===== src/rtl/four_color_backtrack_solver_core_assert.svh =====
// Assertion macros for the four-color solver RTL.
// Included by modules that carry concurrent assertions; needs clk_i and rst_ni in scope.
`ifndef FOUR_COLOR_BACKTRACK_SOLVER_CORE_ASSERT_SVH
`define FOUR_COLOR_BACKTRACK_SOLVER_CORE_ASSERT_SVH

// same-cycle implication
`define FCBS_ASSERT_NOW(label, ante, cons, msg) \
  label: assert property (@(posedge clk_i) disable iff (!rst_ni) (ante) |-> (cons)) \
    else $error(msg);

// next-cycle implication
`define FCBS_ASSERT_NEXT(label, ante, cons, msg) \
  label: assert property (@(posedge clk_i) disable iff (!rst_ni) (ante) |=> (cons)) \
    else $error(msg);

`endif


===== src/rtl/fcbs_pkg.sv =====
// Shared types and constants of the four-color solver.
// No dependencies; imported by the interfaces and all modules.
package fcbs_pkg;

  localparam int ROW_IDX_W = 4;
  localparam int ROW_W     = 16;
  localparam int COLOR_W   = 2;
  localparam int COLORS_W  = 32;
  localparam int CNT_CFG_W = 5;

  localparam logic KIND_LOAD  = 1'b0;
  localparam logic KIND_SOLVE = 1'b1;

  typedef enum logic [2:0] {
    ST_IDLE,
    ST_SCAN,
    ST_CHECK,
    ST_POP,
    ST_POP_CHECK,
    ST_DONE_OK,
    ST_DONE_FAIL
  } fcbs_state_e;

  typedef struct packed {
    logic load_row;
    logic solve_init;
    logic scan_next;
    logic bump;
    logic commit;
    logic pop_rd;
    logic pop_dec;
    logic resume;
    logic deliver;
    logic deliver_ok;
  } fcbs_cmd_t;

  typedef struct packed {
    logic solved;
    logic scan_end;
    logic conflict;
    logic color_last;
    logic depth_zero;
    logic top_last;
    logic out_busy;
  } fcbs_sts_t;

endpackage


===== src/rtl/fcbs_if.sv =====
// Request and response channel interfaces of the four-color solver.
// Depends on fcbs_pkg for field widths.
interface fcbs_req_if import fcbs_pkg::*; ();
  logic                 valid;
  logic                 ready;
  logic                 kind;
  logic [ROW_IDX_W-1:0] row_index;
  logic [ROW_W-1:0]     neighbor_bits;

  modport source (output valid, kind, row_index, neighbor_bits, input ready);
  modport sink   (input valid, kind, row_index, neighbor_bits, output ready);
endinterface

interface fcbs_rsp_if import fcbs_pkg::*; ();
  logic                valid;
  logic                ready;
  logic                possible;
  logic [COLORS_W-1:0] colors;

  modport source (output valid, possible, colors, input ready);
  modport sink   (input valid, possible, colors, output ready);
endinterface


===== src/rtl/four_color_backtrack_solver_core.sv =====
// Channel    | Dir | Payload                               | Request accepted when
// req_i      | in  | kind, row_index, neighbor_bits        | valid && ready
// rsp_o      | out | possible, colors                      | valid && ready
// node_count | cfg | node_count_i (5 bits)                 | node_count_we_i
//
// A load writes one adjacency row. A solve checks earlier nodes in turn against each
// color it tries (one registered read of the adjacency and color memories each),
// examines nodes in pop and pop-check steps while backtracking and ends in a done
// state; the total depends on the search.
// Reset clears node_count, the stack depth and the result valid; memory is unset.
// req_i is ready only between solves; one finished result waits in the output
// register while the next request is taken, and a solve result waits for that slot.
// Top level of the four-color solver; depends on fcbs_pkg, fcbs_if, fcbs_ctrl, fcbs_dpath.
module four_color_backtrack_solver_core import fcbs_pkg::*; #(
  parameter int MAX_NODES  = 16,
  parameter int NUM_COLORS = 4
) (
  input  logic                 clk_i,
  input  logic                 rst_ni,
  input  logic                 node_count_we_i,
  input  logic [CNT_CFG_W-1:0] node_count_i,
  fcbs_req_if.sink             req_i,
  fcbs_rsp_if.source           rsp_o
);

  fcbs_cmd_t cmd;
  fcbs_sts_t sts;
  logic      req_ready;
  logic      solve_fire;

  assign req_i.ready = req_ready;
  assign solve_fire  = req_i.valid && req_ready && req_i.kind == KIND_SOLVE;

  fcbs_ctrl u_ctrl (
    .clk_i       (clk_i),
    .rst_ni      (rst_ni),
    .req_valid_i (req_i.valid),
    .req_kind_i  (req_i.kind),
    .req_ready_o (req_ready),
    .sts_i       (sts),
    .cmd_o       (cmd)
  );

  fcbs_dpath #(
    .MAX_NODES  (MAX_NODES),
    .NUM_COLORS (NUM_COLORS)
  ) u_dpath (
    .clk_i           (clk_i),
    .rst_ni          (rst_ni),
    .node_count_we_i (node_count_we_i),
    .node_count_i    (node_count_i),
    .row_index_i     (req_i.row_index),
    .neighbor_bits_i (req_i.neighbor_bits),
    .cmd_i           (cmd),
    .sts_o           (sts),
    .out_valid_o     (rsp_o.valid),
    .out_ready_i     (rsp_o.ready),
    .possible_o      (rsp_o.possible),
    .colors_o        (rsp_o.colors)
  );

`include "four_color_backtrack_solver_core_assert.svh"

  `FCBS_ASSERT_NOW(a_fail_zero, rsp_o.valid && !rsp_o.possible, rsp_o.colors == '0, "fail with colors")
  `FCBS_ASSERT_NOW(a_deliver_free, cmd.deliver, !(rsp_o.valid && !rsp_o.ready), "result overwritten")
  `FCBS_ASSERT_NEXT(a_solve_busy, solve_fire, !req_ready, "request taken during a solve")

endmodule


===== src/rtl/fcbs_ctrl.sv =====
// Controller FSM of the four-color solver: sequences scan, commit and backtrack.
// Depends on fcbs_pkg; drives fcbs_dpath through fcbs_cmd_t.
module fcbs_ctrl import fcbs_pkg::*; (
  input  logic      clk_i,
  input  logic      rst_ni,
  input  logic      req_valid_i,
  input  logic      req_kind_i,
  output logic      req_ready_o,
  input  fcbs_sts_t sts_i,
  output fcbs_cmd_t cmd_o
);

  fcbs_state_e state_q, state_d;
  logic        req_fire;

  assign req_fire = req_valid_i && req_ready_o;

  always_ff @(posedge clk_i or negedge rst_ni) begin
    if (!rst_ni) begin
      state_q <= ST_IDLE;
    end else begin
      state_q <= state_d;
    end
  end

  always_comb begin
    state_d = state_q;
    case (state_q)
      ST_IDLE: begin
        if (req_fire && req_kind_i == KIND_SOLVE) state_d = ST_SCAN;
      end
      ST_SCAN: begin
        if (sts_i.solved) state_d = ST_DONE_OK;
        else if (!sts_i.scan_end) state_d = ST_CHECK;
      end
      ST_CHECK: begin
        if (sts_i.conflict) state_d = sts_i.color_last ? ST_POP : ST_SCAN;
        else state_d = ST_SCAN;
      end
      ST_POP: begin
        state_d = sts_i.depth_zero ? ST_DONE_FAIL : ST_POP_CHECK;
      end
      ST_POP_CHECK: begin
        state_d = sts_i.top_last ? ST_POP : ST_SCAN;
      end
      ST_DONE_OK, ST_DONE_FAIL: begin
        if (!sts_i.out_busy) state_d = ST_IDLE;
      end
      default: state_d = ST_IDLE;
    endcase
  end

  always_comb begin
    cmd_o       = '0;
    req_ready_o = 1'b0;
    case (state_q)
      ST_IDLE: begin
        req_ready_o      = 1'b1;
        cmd_o.load_row   = req_fire && req_kind_i == KIND_LOAD;
        cmd_o.solve_init = req_fire && req_kind_i == KIND_SOLVE;
      end
      ST_SCAN: begin
        cmd_o.commit = !sts_i.solved && sts_i.scan_end;
      end
      ST_CHECK: begin
        cmd_o.bump      = sts_i.conflict && !sts_i.color_last;
        cmd_o.scan_next = !sts_i.conflict;
      end
      ST_POP: begin
        cmd_o.pop_rd = !sts_i.depth_zero;
      end
      ST_POP_CHECK: begin
        cmd_o.pop_dec = sts_i.top_last;
        cmd_o.resume  = !sts_i.top_last;
      end
      ST_DONE_OK: begin
        cmd_o.deliver    = !sts_i.out_busy;
        cmd_o.deliver_ok = 1'b1;
      end
      ST_DONE_FAIL: begin
        cmd_o.deliver = !sts_i.out_busy;
      end
      default: ;
    endcase
  end

endmodule


===== src/rtl/fcbs_dpath.sv =====
// Datapath of the four-color solver: adjacency and color memories, depth and
// scan counters, packed colors and the result register. Depends on fcbs_pkg.
module fcbs_dpath import fcbs_pkg::*; #(
  parameter int MAX_NODES  = 16,
  parameter int NUM_COLORS = 4
) (
  input  logic                 clk_i,
  input  logic                 rst_ni,
  input  logic                 node_count_we_i,
  input  logic [CNT_CFG_W-1:0] node_count_i,
  input  logic [ROW_IDX_W-1:0] row_index_i,
  input  logic [ROW_W-1:0]     neighbor_bits_i,
  input  fcbs_cmd_t            cmd_i,
  output fcbs_sts_t            sts_o,
  output logic                 out_valid_o,
  input  logic                 out_ready_i,
  output logic                 possible_o,
  output logic [COLORS_W-1:0]  colors_o
);

  localparam int IW = (MAX_NODES > 1) ? $clog2(MAX_NODES) : 1;
  localparam int NW = $clog2(MAX_NODES + 1);
  localparam logic [COLOR_W-1:0] LastColor = COLOR_W'(NUM_COLORS - 1);
  localparam int PackNodes = COLORS_W / COLOR_W;

  logic [ROW_W-1:0]    adj_mem [MAX_NODES];
  logic [COLOR_W-1:0]  col_mem [MAX_NODES];
  logic [ROW_W-1:0]    adj_rd_q;
  logic [COLOR_W-1:0]  col_rd_q;

  logic [NW-1:0]       n_q, d_q, d_d, idx_q, idx_d;
  logic [COLOR_W-1:0]  c_q, c_d;
  logic [COLORS_W-1:0] colors_q;
  logic                out_valid_q, out_possible_q;
  logic [COLORS_W-1:0] out_colors_q;

  logic [31:0]         d_ext, row_ext;
  logic [NW-1:0]       d_m1;
  logic [IW-1:0]       rd_addr;
  logic                adj_bit;
  logic [4:0]          pack_pos;

  assign d_ext    = 32'(d_q);
  assign row_ext  = 32'(row_index_i);
  assign d_m1     = d_q - NW'(1);
  assign rd_addr  = cmd_i.pop_rd ? d_m1[IW-1:0] : idx_q[IW-1:0];
  assign adj_bit  = (d_ext < 32'(ROW_W)) ? adj_rd_q[d_ext[ROW_IDX_W-1:0]] : 1'b0;
  assign pack_pos = {d_ext[3:0], 1'b0};

  always_ff @(posedge clk_i) begin
    if (cmd_i.load_row && row_ext < 32'(MAX_NODES)) begin
      adj_mem[row_ext[IW-1:0]] <= neighbor_bits_i;
    end
    adj_rd_q <= adj_mem[rd_addr];
  end

  always_ff @(posedge clk_i) begin
    if (cmd_i.commit) begin
      col_mem[d_q[IW-1:0]] <= c_q;
    end
    col_rd_q <= col_mem[rd_addr];
  end

  always_comb begin
    d_d   = d_q;
    idx_d = idx_q;
    c_d   = c_q;
    if (cmd_i.solve_init) begin
      d_d   = '0;
      idx_d = '0;
      c_d   = '0;
    end else if (cmd_i.scan_next) begin
      idx_d = idx_q + NW'(1);
    end else if (cmd_i.bump) begin
      idx_d = '0;
      c_d   = c_q + COLOR_W'(1);
    end else if (cmd_i.commit) begin
      d_d   = d_q + NW'(1);
      idx_d = '0;
      c_d   = '0;
    end else if (cmd_i.pop_dec) begin
      d_d = d_m1;
    end else if (cmd_i.resume) begin
      d_d   = d_m1;
      idx_d = '0;
      c_d   = col_rd_q + COLOR_W'(1);
    end
  end

  always_ff @(posedge clk_i or negedge rst_ni) begin
    if (!rst_ni) begin
      n_q         <= '0;
      d_q         <= '0;
      idx_q       <= '0;
      c_q         <= '0;
      out_valid_q <= 1'b0;
    end else begin
      if (node_count_we_i) begin
        if (32'(node_count_i) > 32'(MAX_NODES)) n_q <= NW'(MAX_NODES);
        else n_q <= NW'(node_count_i);
      end
      d_q   <= d_d;
      idx_q <= idx_d;
      c_q   <= c_d;
      if (cmd_i.deliver) out_valid_q <= 1'b1;
      else if (out_ready_i) out_valid_q <= 1'b0;
    end
  end

  always_ff @(posedge clk_i) begin
    if (cmd_i.solve_init) begin
      colors_q <= '0;
    end else if (cmd_i.commit && d_ext < 32'(PackNodes)) begin
      colors_q[pack_pos +: COLOR_W] <= c_q;
    end
    if (cmd_i.deliver) begin
      out_possible_q <= cmd_i.deliver_ok;
      out_colors_q   <= cmd_i.deliver_ok ? colors_q : '0;
    end
  end

  assign sts_o.solved     = d_q == n_q;
  assign sts_o.scan_end   = idx_q == d_q;
  assign sts_o.conflict   = adj_bit && col_rd_q == c_q;
  assign sts_o.color_last = c_q == LastColor;
  assign sts_o.depth_zero = d_q == '0;
  assign sts_o.top_last   = col_rd_q == LastColor;
  assign sts_o.out_busy   = out_valid_q && !out_ready_i;

  assign out_valid_o = out_valid_q;
  assign possible_o  = out_possible_q;
  assign colors_o    = out_colors_q;

endmodule

===== src/flat_wrapper.sv =====
// flat-port wrapper written by rule: the top's interface ports become plain ports
module four_color_backtrack_solver_core_flat import fcbs_pkg::*;
#(
  parameter int MAX_NODES  = 16,
  parameter int NUM_COLORS = 4
)
  (clk_i, rst_ni, node_count_we_i, node_count_i, req_i_valid, req_i_kind, req_i_row_index, req_i_neighbor_bits, req_i_ready, rsp_o_valid, rsp_o_possible, rsp_o_colors, rsp_o_ready);
  fcbs_req_if req_i_i ();
  fcbs_rsp_if rsp_o_i ();
  input  logic clk_i;
  input  logic rst_ni;
  input  logic node_count_we_i;
  input  logic [CNT_CFG_W-1:0] node_count_i;
  input wire logic [$bits(req_i_i.valid)-1:0] req_i_valid;
  input wire logic [$bits(req_i_i.kind)-1:0] req_i_kind;
  input wire logic [$bits(req_i_i.row_index)-1:0] req_i_row_index;
  input wire logic [$bits(req_i_i.neighbor_bits)-1:0] req_i_neighbor_bits;
  output wire logic [$bits(req_i_i.ready)-1:0] req_i_ready;
  output wire logic [$bits(rsp_o_i.valid)-1:0] rsp_o_valid;
  output wire logic [$bits(rsp_o_i.possible)-1:0] rsp_o_possible;
  output wire logic [$bits(rsp_o_i.colors)-1:0] rsp_o_colors;
  input wire logic [$bits(rsp_o_i.ready)-1:0] rsp_o_ready;
  assign req_i_i.valid = req_i_valid;
  assign req_i_i.kind = req_i_kind;
  assign req_i_i.row_index = req_i_row_index;
  assign req_i_i.neighbor_bits = req_i_neighbor_bits;
  assign req_i_ready = req_i_i.ready;
  assign rsp_o_valid = rsp_o_i.valid;
  assign rsp_o_possible = rsp_o_i.possible;
  assign rsp_o_colors = rsp_o_i.colors;
  assign rsp_o_i.ready = rsp_o_ready;
  four_color_backtrack_solver_core #(.MAX_NODES(MAX_NODES), .NUM_COLORS(NUM_COLORS)) u_core (.clk_i(clk_i), .rst_ni(rst_ni), .node_count_we_i(node_count_we_i), .node_count_i(node_count_i), .req_i(req_i_i), .rsp_o(rsp_o_i));
endmodule

===== config.mk =====
export PLATFORM = sky130hd
export DESIGN_NAME = four_color_backtrack_solver_core_flat
export DESIGN_NICKNAME = d
export VERILOG_FILES = /design/src/rtl/fcbs_pkg.sv /design/src/rtl/fcbs_if.sv /design/src/rtl/four_color_backtrack_solver_core.sv /design/src/rtl/fcbs_ctrl.sv /design/src/rtl/fcbs_dpath.sv /design/src/flat_wrapper.sv
export VERILOG_INCLUDE_DIRS = /design/src /design/src/rtl
export SDC_FILE = /design/constraint.sdc
export NUM_CORES = 1
export LEC_CHECK = 0
export ABC_CLOCK_PERIOD_IN_PS = 4650
export BUFFER_PORTS_ARGS = -buffer_cell sky130_fd_sc_hd__buf_2
export CAP_MARGIN = 20
export CORE_MARGIN = 1
export CORE_UTILIZATION = 45
export CTS_BUF_LIST = sky130_fd_sc_hd__clkbuf_4
export CTS_CLUSTER_DIAMETER = 120
export CTS_CLUSTER_SIZE = 40
export DETAILED_ROUTE_END_ITERATION = 10
export PLACE_DENSITY_LB_ADDON = 0.3
export SLEW_MARGIN = 10
export SYNTH_ARGS = -nofsm -noshare
export SYNTH_HDL_FRONTEND = slang
export SYNTH_SLANG_ARGS = --single-unit

===== constraint.sdc =====
create_clock -name clk_i -period 4.65 [get_ports clk_i]
set_clock_uncertainty 0.05 [all_clocks]
set_input_delay 0.2325 -clock clk_i [delete_from_list [all_inputs] [get_ports clk_i]]
set_output_delay 0.2325 -clock clk_i [all_outputs]
set_load 0.01 [all_outputs]

==> impl_metrics.env <==
export IMPL_synthFlopType="edfxtp_1"
export IMPL_fp_dieW_um=205
export IMPL_cts_setup_buffers=0
export IMPL_fillers=3617
export IMPL_synth_area_per_cell_sq_um=11.6
export IMPL_seq_area_frac_synth_pct=60.2
export IMPL_timing_setup_tns_ns=0
export IMPL_cts_buffers_inserted=14
export IMPL_cp_max_fo=12
export IMPL_synth_warning_count=0
export IMPL_crit_path_max_incr_delay_ns=0.61
export IMPL_cts_buffer_depth=3
export IMPL_core_area_sq_um=40700
export IMPL_p_switching_mw=3.80
export IMPL_grt_max_degree=128
export IMPL_status="finished clean"
export IMPL_routed_wl_mm=46.9
export IMPL_cts_tree="built"
export IMPL_synth_seq_cells=392
export IMPL_fin_crit_ns=3.71
export IMPL_p_per_area_nw_per_um2=470
export IMPL_gp_congestion=0.822
export IMPL_max_freq_ghz=0.269
export IMPL_antenna_found_initial=2
export IMPL_cap_violations=0
export IMPL_setup_viol=0
export IMPL_peakVddDrop_mv=0.429
export IMPL_die_y_um=205
export IMPL_overflow=0
export IMPL_final_nets=1675
export IMPL_comb_power_share_pct=42.5
export IMPL_synth_nets=1638
export IMPL_maxSlewHeadroom_pct=24.5
export IMPL_holdBufCountCts=42
export IMPL_fin_crit_sh_pct=79.8
export IMPL_fin_ws_ns=0.939
export IMPL_root_buffer="clkbuf_4"
export IMPL_grt_pass1_wl_mm=71.8
export IMPL_synthSimpleGateAreaFrac_pct=15.6
export IMPL_p_sw_share_pct=40.4
export IMPL_cts_resized=0
export IMPL_vias=13208
export IMPL_wl_per_cell_um=21.6
export IMPL_leakagePower_nw=6.66
export IMPL_p_int_mw=5.60
export IMPL_critPathArrivalTime_ns=4.25
export IMPL_postSynth_asyncResetShare_pct=5.36
export IMPL_dr_pass1_iters=6
export IMPL_hold_path_class="in -> reg"
export IMPL_track_usage_pct=22.2
export IMPL_synth_edff_count=321
export IMPL_pwr_share_clk_pct=13.1
export IMPL_synth_cell_area_sq_um=18500
export IMPL_crit_chain="nor3_1 -> nand3b_1 -> or3_1 -> dlygate4sd3_1 -> nor2_1 -> buf_4"
export IMPL_row_count=74
export IMPL_dp_hpwl_mm=27.5
export IMPL_slowest_stage="dlygate4sd3_1"
export IMPL_path_class="reg -> reg"
export IMPL_drt_iter0_markers=1457
export IMPL_required_ns=5.19
export IMPL_h_tree_depth=1
export IMPL_clkSlewWorstSetupHoldPaths_ns=0.37
export IMPL_cp_num_buf_inv=2
export IMPL_synthAdderAreaFrac_pct=0.607
export IMPL_synth_top_family_by_area="simple AND/OR/NAND/NOR gates"
export IMPL_place_ws_ns=1.09
export IMPL_finalHoldViolCount=0
export IMPL_cts_sinks=392
export IMPL_start_util_pct=45.5
export IMPL_fp_dieArea_sq_um=42000
export IMPL_ant_nets=0
export IMPL_areaGrowthSynthToFinish_pct=7.81
export IMPL_endpoint_kind="flop"
export IMPL_cpLargestDelayFamily="simple AND/OR/NAND/NOR gates"
export IMPL_seqPwrFrac_pct=44.4
export IMPL_remaining_drc_errors=0
export IMPL_tightest_slew_ns=1.13
export IMPL_ys_types=70
export IMPL_rsz0062_at_grt="no"
export IMPL_syn_inst=1598
export IMPL_synth_mux_area_share_pct=7.64
export IMPL_grt_pass1_vias=12671
export IMPL_port_buffers=65
export IMPL_synth_xor_area_share_pct=1.08
export IMPL_via_per_inst=6.07
export IMPL_finalPower_mw=9.39
export IMPL_critPathLaunchType="flop"
export IMPL_holdWs_ns=0.140
export IMPL_synth_compound_area_share_pct=11.5
export IMPL_ioPinCount=66
export IMPL_slew_violations=0
export IMPL_drive_gt1_share_pct=11.0
export IMPL_clock_latency_ns=0.83
-- cell families after synthesis --
kind of cell    Yosys count
simple gates            581
flops                   392
compound gates          335
buf+inv                 143
mux                     116
xor+xnor                 22
fa+ha+maj                 9
-- stage by stage --
step           instances  area (sq um)  utilization, %
3_3_place_gp        2108         19300            47.5
2_1_floorplan       1598         18500               -
3_5_place_dp        2108         19300            47.5
5_1_grt             2176         20000            49.1
4_1_cts             2174         20000            49.0
6_report            2176         20000            49.1
-- final timing paths --
path	start	to	slack, ns	cells past startpoint
max in group asynchronous	rst_ni	u_core.u_dpath.n_q[4]$_DFFE_PN0P_	3.69	3
min	node_count_we_i	u_core.u_dpath.n_q[3]$_DFFE_PN0P_	0.14	3
min reg2reg	u_core.u_dpath.colors_q[13]$_SDFFE_PN0P_	u_core.u_dpath.colors_q[13]$_SDFFE_PN0P_	0.48	2
max reg2reg	u_core.u_ctrl.state_q[0]$_DFFE_PN0P_	u_core.u_dpath.adj_mem[1][0]$_DFFE_PP_	0.94	6
max	u_core.u_ctrl.state_q[0]$_DFFE_PN0P_	u_core.u_dpath.adj_mem[1][0]$_DFFE_PP_	0.94	6
min in group asynchronous	rst_ni	u_core.u_dpath.c_q[0]$_DFFE_PN0P_	0.31	3
-- registers in the layout, indices dropped and copies added (netlist names) --
register                    cells
u_core.u_ctrl.state_q           3
u_core.u_dpath.adj_mem        256
u_core.u_dpath.adj_rd_q        16
u_core.u_dpath.c_q              2
u_core.u_dpath.col_mem         32
u_core.u_dpath.col_rd_q         2
u_core.u_dpath.colors_o        32
u_core.u_dpath.colors_q        32
u_core.u_dpath.d_q              5
u_core.u_dpath.idx_q            5
u_core.u_dpath.n_q              5
u_core.u_dpath.out_valid_o      1
u_core.u_dpath.possible_o       1
-- power by group through the flow --
stage	Combinational, mW	Clock, mW	Sequential (mW)
6_report	3.99	1.23	4.17
5_1_grt	4.34	1.37	4.20
4_1_cts	3.95	1.27	4.17
3_5_place_dp	3.90	0	4.25
3_3_place_gp	3.80	0	4.24
2_1_floorplan	2.59	0	4.18
-- final cells by class --
class,instances,area [sq um],area share [%]
Antenna cell,1,2.50,0.0125
Clock buffer,22,165,0.826
Sequential cell,392,11200,55.9
Inverter,15,56.3,0.282
Multi-Input combinational cell,1063,6810,34.0
Timing Repair Buffer,149,1080,5.41
Tap cell,532,666,3.33
Clock inverter,2,41.3,0.207
-- placed cells by master, fill, tap and decap left out, types with 21 or more instances in the layout --
| cell type | n |
|---|---|
| dlygate4sd3_1 | 42 |
| nand3_1 | 68 |
| mux2i_1 | 95 |
| nor3_1 | 88 |
| clkbuf_4 | 22 |
| or4_1 | 21 |
| buf_2 | 65 |
| edfxtp_1 | 321 |
| nor2_1 | 90 |
| nand2_1 | 175 |
| a21oi_1 | 190 |
| dfxtp_1 | 50 |
| buf_4 | 40 |
| nand4_1 | 22 |
| and2_1 | 33 |
-- per-layer routing --
metal,routed length (um),vias to the layer above,track usage (%)
li1,-,6049,-
met1,20200,6506,30.7
met2,22600,576,37.1
met3,3150,75,2.34
met4,955,2,5.77
met5,13,-,0
-- cell usage after synthesis, types with 18 or more instances --
cell,instances,area (sq um)
and2_1,33,206
a211oi_1,20,150
a21oi_1,190,951
a31oi_1,20,125
nand2_1,175,657
nand4_1,22,138
dfxtp_1,50,1000
mux2i_1,95,951
a211o_1,18,158
nor2_1,95,357
buf_2,35,175
or4_1,21,158
nand3_1,68,340
nor2b_1,20,125
dfrtp_1,21,526
nor3_1,92,460
edfxtp_1,321,9640
clkbuf_1,74,278
or3_1,20,125
-- tightest hold or removal path, stage by stage --
cell	delay [ns]
buf_2	0.15
o21ai_0	0.09
dlygate4sd3_1	0.56
Power figures use the tool's default switching activity.
